==> src/design/gop_pkg.sv <==
// Types, constants and helpers shared by the Geneve option identity parser.
package gop_pkg;

  localparam int MAX_OPTIONS = 4;
  localparam int SEEN_W      = $clog2(MAX_OPTIONS + 1);
  localparam int CFG_ADDR_W  = 4;

  localparam logic [8:0] HDR_BYTES = 9'd8;
  localparam logic [8:0] POS_MAX   = 9'd511;

  // Status codes; the walk uses the top code internally while still running.
  localparam logic [1:0] ST_FOUND     = 2'd0;
  localparam logic [1:0] ST_ABSENT    = 2'd1;
  localparam logic [1:0] ST_MALFORMED = 2'd2;
  localparam logic [1:0] ST_BADHDR    = 2'd3;
  localparam logic [1:0] WALKING      = 2'd3;

  // Register indexes on the configuration port.
  localparam logic [1:0] REG_OPTION_CLASS = 2'd0;
  localparam logic [1:0] REG_OPTION_TYPE  = 2'd1;
  localparam logic [1:0] REG_IDENTITY_LEN = 2'd2;
  localparam logic [1:0] REG_MAX_WORDS    = 2'd3;

  typedef struct packed {
    logic [7:0] data_byte;
    logic       last_byte;
  } gop_in_t;

  typedef struct packed {
    logic [1:0]  parse_status;
    logic [31:0] source_id;
  } gop_out_t;

  typedef struct packed {
    logic [15:0] option_class;
    logic [7:0]  option_type;
    logic [4:0]  identity_len_words;
    logic [5:0]  max_option_words;
  } gop_cfg_t;

  typedef struct packed {
    logic     emit;
    gop_out_t word;
  } gop_step_t;

  // Option header layout: class [28:13], type [12:5], length [4:0].
  function automatic logic header_matches(input logic [28:0] hdr, input gop_cfg_t cfg);
    header_matches = (cfg.identity_len_words != 5'd0) &&
                     (hdr[28:13] == cfg.option_class) &&
                     (hdr[12:5] == cfg.option_type) &&
                     (hdr[4:0] == cfg.identity_len_words);
  endfunction

endpackage

==> src/design/gop_cfg_regs.sv <==
// Configuration registers of the parser behind an APB-style port.
module gop_cfg_regs
  import gop_pkg::*;
(
  input  logic                  clk,
  input  logic                  rst,
  input  logic                  psel,
  input  logic                  penable,
  input  logic                  pwrite,
  input  logic [CFG_ADDR_W-1:0] paddr,
  input  logic [31:0]           pwdata,
  output logic [31:0]           prdata,
  output logic                  pready,
  output gop_cfg_t              cfg
);

  logic       wr_en;
  logic [1:0] reg_index;

  assign pready    = 1'b1;
  assign wr_en     = psel & penable & pwrite;
  assign reg_index = paddr[CFG_ADDR_W-1:2];

  always_ff @(posedge clk) begin
    if (rst) begin
      cfg.option_class       <= 16'd0;
      cfg.option_type        <= 8'd0;
      cfg.identity_len_words <= 5'd1;
      cfg.max_option_words   <= 6'd63;
    end else if (wr_en) begin
      case (reg_index)
        REG_OPTION_CLASS: cfg.option_class       <= pwdata[15:0];
        REG_OPTION_TYPE:  cfg.option_type        <= pwdata[7:0];
        REG_IDENTITY_LEN: cfg.identity_len_words <= pwdata[4:0];
        REG_MAX_WORDS:    cfg.max_option_words   <= pwdata[5:0];
        default: ;
      endcase
    end
  end

  always_comb begin
    case (reg_index)
      REG_OPTION_CLASS: prdata = {16'd0, cfg.option_class};
      REG_OPTION_TYPE:  prdata = {24'd0, cfg.option_type};
      REG_IDENTITY_LEN: prdata = {27'd0, cfg.identity_len_words};
      REG_MAX_WORDS:    prdata = {26'd0, cfg.max_option_words};
      default:          prdata = 32'd0;
    endcase
  end

endmodule

==> src/design/gop_walk.sv <==
// Per-packet parse state and the one-byte update of the header and option walk.
module gop_walk
  import gop_pkg::*;
(
  input  logic      clk,
  input  logic      rst,
  input  logic      step,
  input  gop_in_t   word,
  input  gop_cfg_t  cfg,
  output gop_step_t res
);

  logic [8:0]        byte_position;
  logic [7:0]        option_area_bytes;
  logic [8:0]        next_option_start;
  logic [SEEN_W-1:0] options_seen;
  logic [28:0]       current_option_header;
  logic [31:0]       identity_shift;
  logic [1:0]        walk_outcome;
  logic              reported;

  logic [7:0]        option_area_bytes_next;
  logic [8:0]        next_option_start_next;
  logic [SEEN_W-1:0] options_seen_next;
  logic [28:0]       current_option_header_next;
  logic [31:0]       identity_shift_next;
  logic [1:0]        walk_outcome_next;
  logic              reported_next;

  always_comb begin
    logic [7:0] b;
    logic [8:0] off;
    logic [8:0] d;
    logic [9:0] opt_end;
    logic       emit;
    logic [1:0] status;
    logic [31:0] ident;

    b   = word.data_byte;
    off = byte_position - HDR_BYTES;
    d   = off - next_option_start;
    opt_end = 10'd0;
    emit   = 1'b0;
    status = ST_BADHDR;
    ident  = 32'd0;

    option_area_bytes_next     = option_area_bytes;
    next_option_start_next     = next_option_start;
    options_seen_next          = options_seen;
    current_option_header_next = current_option_header;
    identity_shift_next        = identity_shift;
    walk_outcome_next          = walk_outcome;
    reported_next              = reported;

    if (!reported) begin
      if (byte_position == 9'd0) begin
        if (b[7:6] != 2'd0 || b[5:0] > cfg.max_option_words) begin
          emit = 1'b1;
        end else begin
          option_area_bytes_next = {b[5:0], 2'b00};
          walk_outcome_next      = (b[5:0] != 6'd0) ? WALKING : ST_ABSENT;
        end
      end else if (byte_position >= HDR_BYTES) begin
        if (walk_outcome == WALKING && off >= next_option_start) begin
          if (d == 9'd0) begin
            current_option_header_next = {b, 21'd0};
          end else if (d == 9'd1) begin
            current_option_header_next[20:13] = b;
          end else if (d == 9'd2) begin
            current_option_header_next[12:5] = b;
          end else if (d == 9'd3) begin
            current_option_header_next[4:0] = b[4:0];
            // Option size is the 4-byte header plus its body words.
            opt_end = {1'b0, next_option_start} +
                      {2'b00, 1'b0, b[4:0] + 5'd0, 2'b00} + 10'd4;
            if (opt_end > {2'b00, option_area_bytes}) begin
              walk_outcome_next = ST_MALFORMED;
            end else if (!header_matches(current_option_header_next, cfg)) begin
              next_option_start_next = opt_end[8:0];
              options_seen_next      = options_seen + 1'b1;
              if (options_seen_next >= SEEN_W'(MAX_OPTIONS) ||
                  opt_end >= {2'b00, option_area_bytes}) begin
                walk_outcome_next = ST_ABSENT;
              end
            end
          end else if (d < 9'd8 && header_matches(current_option_header, cfg)) begin
            identity_shift_next = (d == 9'd4) ? {24'd0, b} : {identity_shift[23:0], b};
            if (d == 9'd7) begin
              walk_outcome_next = ST_FOUND;
            end
          end
        end
      end

      // The option area ends on this byte: report what the walk has found.
      if (!emit && byte_position == (HDR_BYTES - 9'd1) + {1'b0, option_area_bytes_next}) begin
        emit   = 1'b1;
        status = (walk_outcome_next == WALKING) ? ST_ABSENT : walk_outcome_next;
        if (status == ST_FOUND) begin
          ident = identity_shift_next;
        end
      end
      if (!emit && word.last_byte) begin
        emit   = 1'b1;
        status = ST_BADHDR;
      end
      if (emit) begin
        reported_next = 1'b1;
      end
    end

    res.emit              = emit;
    res.word.parse_status = status;
    res.word.source_id    = ident;
  end

  always_ff @(posedge clk) begin
    if (rst) begin
      byte_position         <= 9'd0;
      option_area_bytes     <= 8'd0;
      next_option_start     <= 9'd0;
      options_seen          <= '0;
      current_option_header <= 29'd0;
      identity_shift        <= 32'd0;
      walk_outcome          <= ST_ABSENT;
      reported              <= 1'b0;
    end else if (step) begin
      if (word.last_byte) begin
        byte_position         <= 9'd0;
        option_area_bytes     <= 8'd0;
        next_option_start     <= 9'd0;
        options_seen          <= '0;
        current_option_header <= 29'd0;
        identity_shift        <= 32'd0;
        walk_outcome          <= ST_ABSENT;
        reported              <= 1'b0;
      end else begin
        if (byte_position != POS_MAX) begin
          byte_position <= byte_position + 9'd1;
        end
        option_area_bytes     <= option_area_bytes_next;
        next_option_start     <= next_option_start_next;
        options_seen          <= options_seen_next;
        current_option_header <= current_option_header_next;
        identity_shift        <= identity_shift_next;
        walk_outcome          <= walk_outcome_next;
        reported              <= reported_next;
      end
    end
  end

endmodule

==> src/design/geneve_option_identity_parser_top.sv <==
// Geneve option identity parser: input register, byte walk and result register.
//
// The in channel carries one packet byte per word, starting at byte 0 of the
// Geneve header, with last_byte set on the final byte of the packet. The out
// channel carries at most one word per packet: a parse status and, when the
// identity option was found, its 32-bit big-endian identity.
// Configuration registers sit on the APB-style port and are meant to be
// written between packets; pready is always high.
// Each accepted byte is held in an input register and walked through the
// per-byte update from there; its result, if any, is loaded into the output
// register, which raises out_valid. The block takes one byte every cycle;
// the only limit is the single output register.
// Reset clears the packet state, the pipeline valids and the configuration
// registers to their defaults. While the receiver stalls, bytes that produce
// no result keep flowing; a byte that does produce one waits in the input
// register until the output register is free, and in_ready drops meanwhile.
module geneve_option_identity_parser_top
  import gop_pkg::*;
(
  input  logic                  clk,
  input  logic                  rst,
  input  logic                  in_valid,
  output logic                  in_ready,
  input  gop_in_t               in_data,
  output logic                  out_valid,
  input  logic                  out_ready,
  output gop_out_t              out_data,
  input  logic                  psel,
  input  logic                  penable,
  input  logic                  pwrite,
  input  logic [CFG_ADDR_W-1:0] paddr,
  input  logic [31:0]           pwdata,
  output logic [31:0]           prdata,
  output logic                  pready
);

  gop_cfg_t  cfg;
  gop_step_t res;
  logic      s1_valid;
  gop_in_t   s1_word;
  logic      step;

  gop_cfg_regs u_cfg (
    .clk     (clk),
    .rst     (rst),
    .psel    (psel),
    .penable (penable),
    .pwrite  (pwrite),
    .paddr   (paddr),
    .pwdata  (pwdata),
    .prdata  (prdata),
    .pready  (pready),
    .cfg     (cfg)
  );

  gop_walk u_walk (
    .clk  (clk),
    .rst  (rst),
    .step (step),
    .word (s1_word),
    .cfg  (cfg),
    .res  (res)
  );

  // A byte moves on unless it has a result and the output register is full and not being read.
  assign step     = s1_valid && (!res.emit || !out_valid || out_ready);
  assign in_ready = !s1_valid || step;

  always_ff @(posedge clk) begin
    if (rst) begin
      s1_valid <= 1'b0;
    end else if (in_ready) begin
      s1_valid <= in_valid;
    end
  end

  always_ff @(posedge clk) begin
    if (in_valid && in_ready) begin
      s1_word <= in_data;
    end
  end

  always_ff @(posedge clk) begin
    if (rst) begin
      out_valid <= 1'b0;
    end else if (step && res.emit) begin
      out_valid <= 1'b1;
    end else if (out_ready) begin
      out_valid <= 1'b0;
    end
  end

  always_ff @(posedge clk) begin
    if (step && res.emit) begin
      out_data <= res.word;
    end
  end

endmodule

==> config.mk <==
export PLATFORM = sky130hd
export DESIGN_NAME = geneve_option_identity_parser_top
export DESIGN_NICKNAME = d
export VERILOG_FILES = /design/src/design/gop_pkg.sv /design/src/design/gop_cfg_regs.sv /design/src/design/gop_walk.sv /design/src/design/geneve_option_identity_parser_top.sv
export SDC_FILE = /design/constraint.sdc
export NUM_CORES = 1
export LEC_CHECK = 0
export ABC_AREA = 1
export BUFFER_PORTS_ARGS = -buffer_cell sky130_fd_sc_hd__buf_2
export CAP_MARGIN = 30
export CELL_PAD_IN_SITES_DETAIL_PLACEMENT = 1
export CELL_PAD_IN_SITES_GLOBAL_PLACEMENT = 1
export CORE_MARGIN = 8
export CORE_UTILIZATION = 46
export CTS_CLUSTER_DIAMETER = 50
export DETAILED_ROUTE_END_ITERATION = 16
export PLACE_DENSITY_LB_ADDON = 0.08
export SYNTH_ARGS = -nofsm -noshare
export SYNTH_HDL_FRONTEND = slang
export SYNTH_HIERARCHICAL = 1
export SYNTH_SLANG_ARGS = --single-unit
==> constraint.sdc <==
create_clock -name clk -period 10.28 [get_ports clk]
set_input_delay 2.056 -clock clk [delete_from_list [all_inputs] [get_ports clk]]
set_output_delay 2.056 -clock clk [all_outputs]
set_load 0.005 [all_outputs]
==> key figures <==
Status
  – Run status: finished, final reports clean

Pwr
  – P per Cell Area: 135 nW/um^2
  – Leak: 4.78 nW
  – Peak VDD IR: 103 uV

STA
  – Final Critical Period: 6490 ps
  – Hold WS: 469 ps
  – Peak Freq: 154 MHz
  – Clock skew: 13.0 ps
  – Final Slew Violations: 0
  – Setup TNS: 0 ps
  – Slew @ Worst Pin: 983 ps
  – Final Hold Viols: 0
  – RSZ-0062 raised after global routing: false
  – Final setup violation count: 0
  – Final worst setup slack: 3790 ps
  – Final Cycle Share: 63.1%
  – Slew HR: 34.4%

Logic synthesis
  – Main synth FF type: dfxtp_1
  – Post-synthesis sequential area ratio: 38.3%
  – Number of synthesized register bits: 171
  – Async set-or-reset flop fraction in the synthesized netlist: 0%
  – Cell area after synthesis: 10100 um^2
  – Gate Count Post-Synth: 1446
  – Number of synthesized flops with an enable pin: 43
  – Syn. warnings: 6
  – Synth cell types: 44
  – Synthesized area per cell: 6.96 um^2

Place
  – DP HPWL: 23.4 mm
  – Placer Congestion: 0.899
  – Place WS: 4310 ps
  – Port Buffers: 85

Worst setup path
  – Max FO, Critical Path: 14
  – Top cell by count, worst path: nand2_1
  – Crit. End Element: primary output
  – CP Cell Sequence: ha_1, nand2_1, nor2_1, nand3_1, nand2_1, nand3_4, nand2_1, ha_1, xor2_1, nand3_1, nor2_1, nand3_1, nor2_1, nand2_1, nand2_1, o21ai_0, inv_1, nand4_2, buf_2
  – CP max stage cell: edfxtp_1
  – Slowest stage delay, CP: 660 ps
  – WS Path Type: flip-flop to primary output
  – Worst Setup Start Kind: flip-flop
  – Critical path origin: s1_word[5]
  – FF-to-FF Start: s1_word[5]
  – Req. time, crit path: 8220 ps
  – Critical Path AT: 4430 ps

Drt
  – Vias/cell: 5.26
  – Via count: 9499
  – WL per Instance: 17.3 um
  – # DRC: 0
  – DR pass1 iterations: 5
  – Iter 0 DRT Violations: 492
  – Final wirelength: 31.3 mm
  – Final ANT Viol Nets: 0

Die
  – Core area: 21600 um^2
  – Die area: 26900 um^2
  – Die height: 164 um
  – Die width: 164 um
  – Initial core utilization: 46.6%
  – IO Count: 121
  – Row count: 54

Hold path
  – Worst Hold Class: flip-flop to flip-flop
  – HP Start: u_walk/identity_shift[25]

Clock tree
  – Clock transition at path regs: 80 ps
  – Post-CTS sizing: 0
  – Post-CTS setup buffer count: 0
  – CTS tree: done
  – TritonCTS Buffers: 17
  – Max clock buf depth: 2
  – Clock root buffer: clkbuf_16
  – H-tree Lvls: 4
  – Clk Latency, worst-skew pair: 440 ps
  – # clock sinks: 171
  – # hold bufs at CTS: 0

GRT
  – Initial antenna violation count: 0
  – GR Util All Layers: 23.3%
  – Largest net degree at the start of global routing: 64
  – First-pass GRT wire length: 50.0 mm
  – Grt ovf: 0
  – Vias in the first global route: 9704

Job
  – Max-Cap Viols: 0

Layout
  – Most frequent cells in the layout: nand2_1, inv_1, dfxtp_1
  – # fillers: 2897
  – Post-Route Utilization: 52.0%
  – Most common cell after layout, fill and taps aside: nand2_1
  – Layout cells sized above 1: 13.0%
  – ANT cells: 0
  – Layout area overhead: 11.6%
  – Final nets: 1605
[cell usage after synthesis, types with 2 or more instances]
master / n / area (um^2)
buf_6: 6 / 67.6
nand4_1: 50 / 313
o21ai_0: 19 / 95.1
inv_2: 6 / 22.5
nand3_1: 112 / 561
nor2_4: 4 / 45.0
o21a_1: 4 / 30.0
dfxtp_1: 128 / 2560
a21oi_1: 102 / 510
nor2_2: 36 / 225
nor3_1: 10 / 50.1
buf_1: 3 / 11.3
xor2_1: 14 / 123
nor4_1: 5 / 31.3
and2_1: 2 / 12.5
a211oi_1: 2 / 15.0
buf_2: 10 / 50.1
buf_4: 18 / 135
or2_2: 8 / 50.1
edfxtp_1: 43 / 1290
a31oi_1: 2 / 12.5
nand3b_1: 4 / 30.0
o21ai_2: 2 / 17.5
a22o_1: 2 / 17.5
nand2_2: 10 / 62.6
clkbuf_1: 24 / 90.1
conb_1: 3 / 11.3
inv_1: 170 / 638
clkinv_1: 3 / 11.3
nand2_1: 442 / 1660
nor2_1: 125 / 469
xnor2_1: 25 / 219
ha_1: 39 / 488
o21ai_1: 3 / 15.0
[area by class of cell]
cell class,instances,area (um^2),area share (%)
multi-input combinational,1050,5250,46.7
sequential,171,3850,34.3
inverter,179,672,5.98
timing repair buffer,94,513,4.57
clock buffer,17,425,3.79
tap,280,350,3.12
clock inverter,15,174,1.55
[final timing paths]
path / slack, ps / to / cells after the start
hold / removal: 470 / u_walk/identity_shift[25] / 2
setup / recovery: 3790 / in_ready / 19
setup reg to reg: 4130 / u_walk/current_option_header[2] / 31
hold reg to reg: 470 / u_walk/identity_shift[25] / 2
[power by group]
part	leakage [nW]	switching [W]	total, W	internal [W]
registers	1.42	0.0000142	0.000718	0.000703
clock network	0.286	0.000326	0.000655	0.000329
logic	3.07	0.000103	0.000148	0.0000449
[per-stage QoR]
step / cell area, um^2 / cells / total power [W]
after detailed placement: 10600 / 1774 / 0.000880
after global placement: 10600 / 1772 / 0.000873
after global routing: 11200 / 1806 / 0.00157
after floorplan: 10100 / 1461 / 0.000826
after CTS: 11200 / 1806 / 0.00153
final: 11200 / 1806 / 0.00152
[state kept, by name, indices dropped and copies added (netlist names)]
register and cells:
u_cfg/cfg 35, out_data 34, u_walk/identity_shift 32, u_walk/current_option_header 29
s1_word 9, u_walk/byte_position 9, u_walk/option_area_bytes 8, u_walk/next_option_start 7
u_walk/options_seen 3, u_walk/walk_outcome 2, out_valid 1, s1_valid 1
u_walk/reported 1
[worst max-delay path, delay by kind of cell (launching register included)]
kind            cells  cell delay [ps]
simple gates       13             2060
flops               1              660
fa+ha+maj           2              660
buf+inv             2              340
xor+xnor            1              140
compound gates      1              100
[cells by family after synthesis]
group | after synthesis | synth area share, %
buffers and inverters | 240 | 10.2
AO/OA/AOI/OAI | 140 | 7.42
adder cells (fa/ha/maj) | 40 | 5.05
flip-flops | 171 | 38.3
XOR/XNOR | 39 | 3.39
other | 3 | 0.112
AND/OR/NAND/NOR | 813 | 35.5
[routing by layer]
metal | routed length, um | vias to the layer above | track usage (%) | part of all wire (%)
met5 | 0 | - | 0 | 0
met4 | 664 | 0 | 8.35 | 2.1
met3 | 1590 | 37 | 3.63 | 5.1
met2 | 14500 | 225 | 38.9 | 46
met1 | 14500 | 4504 | 30.2 | 46
li1 | - | 4733 | - | -
No activity file was read; power rests on OpenSTA's default activity.
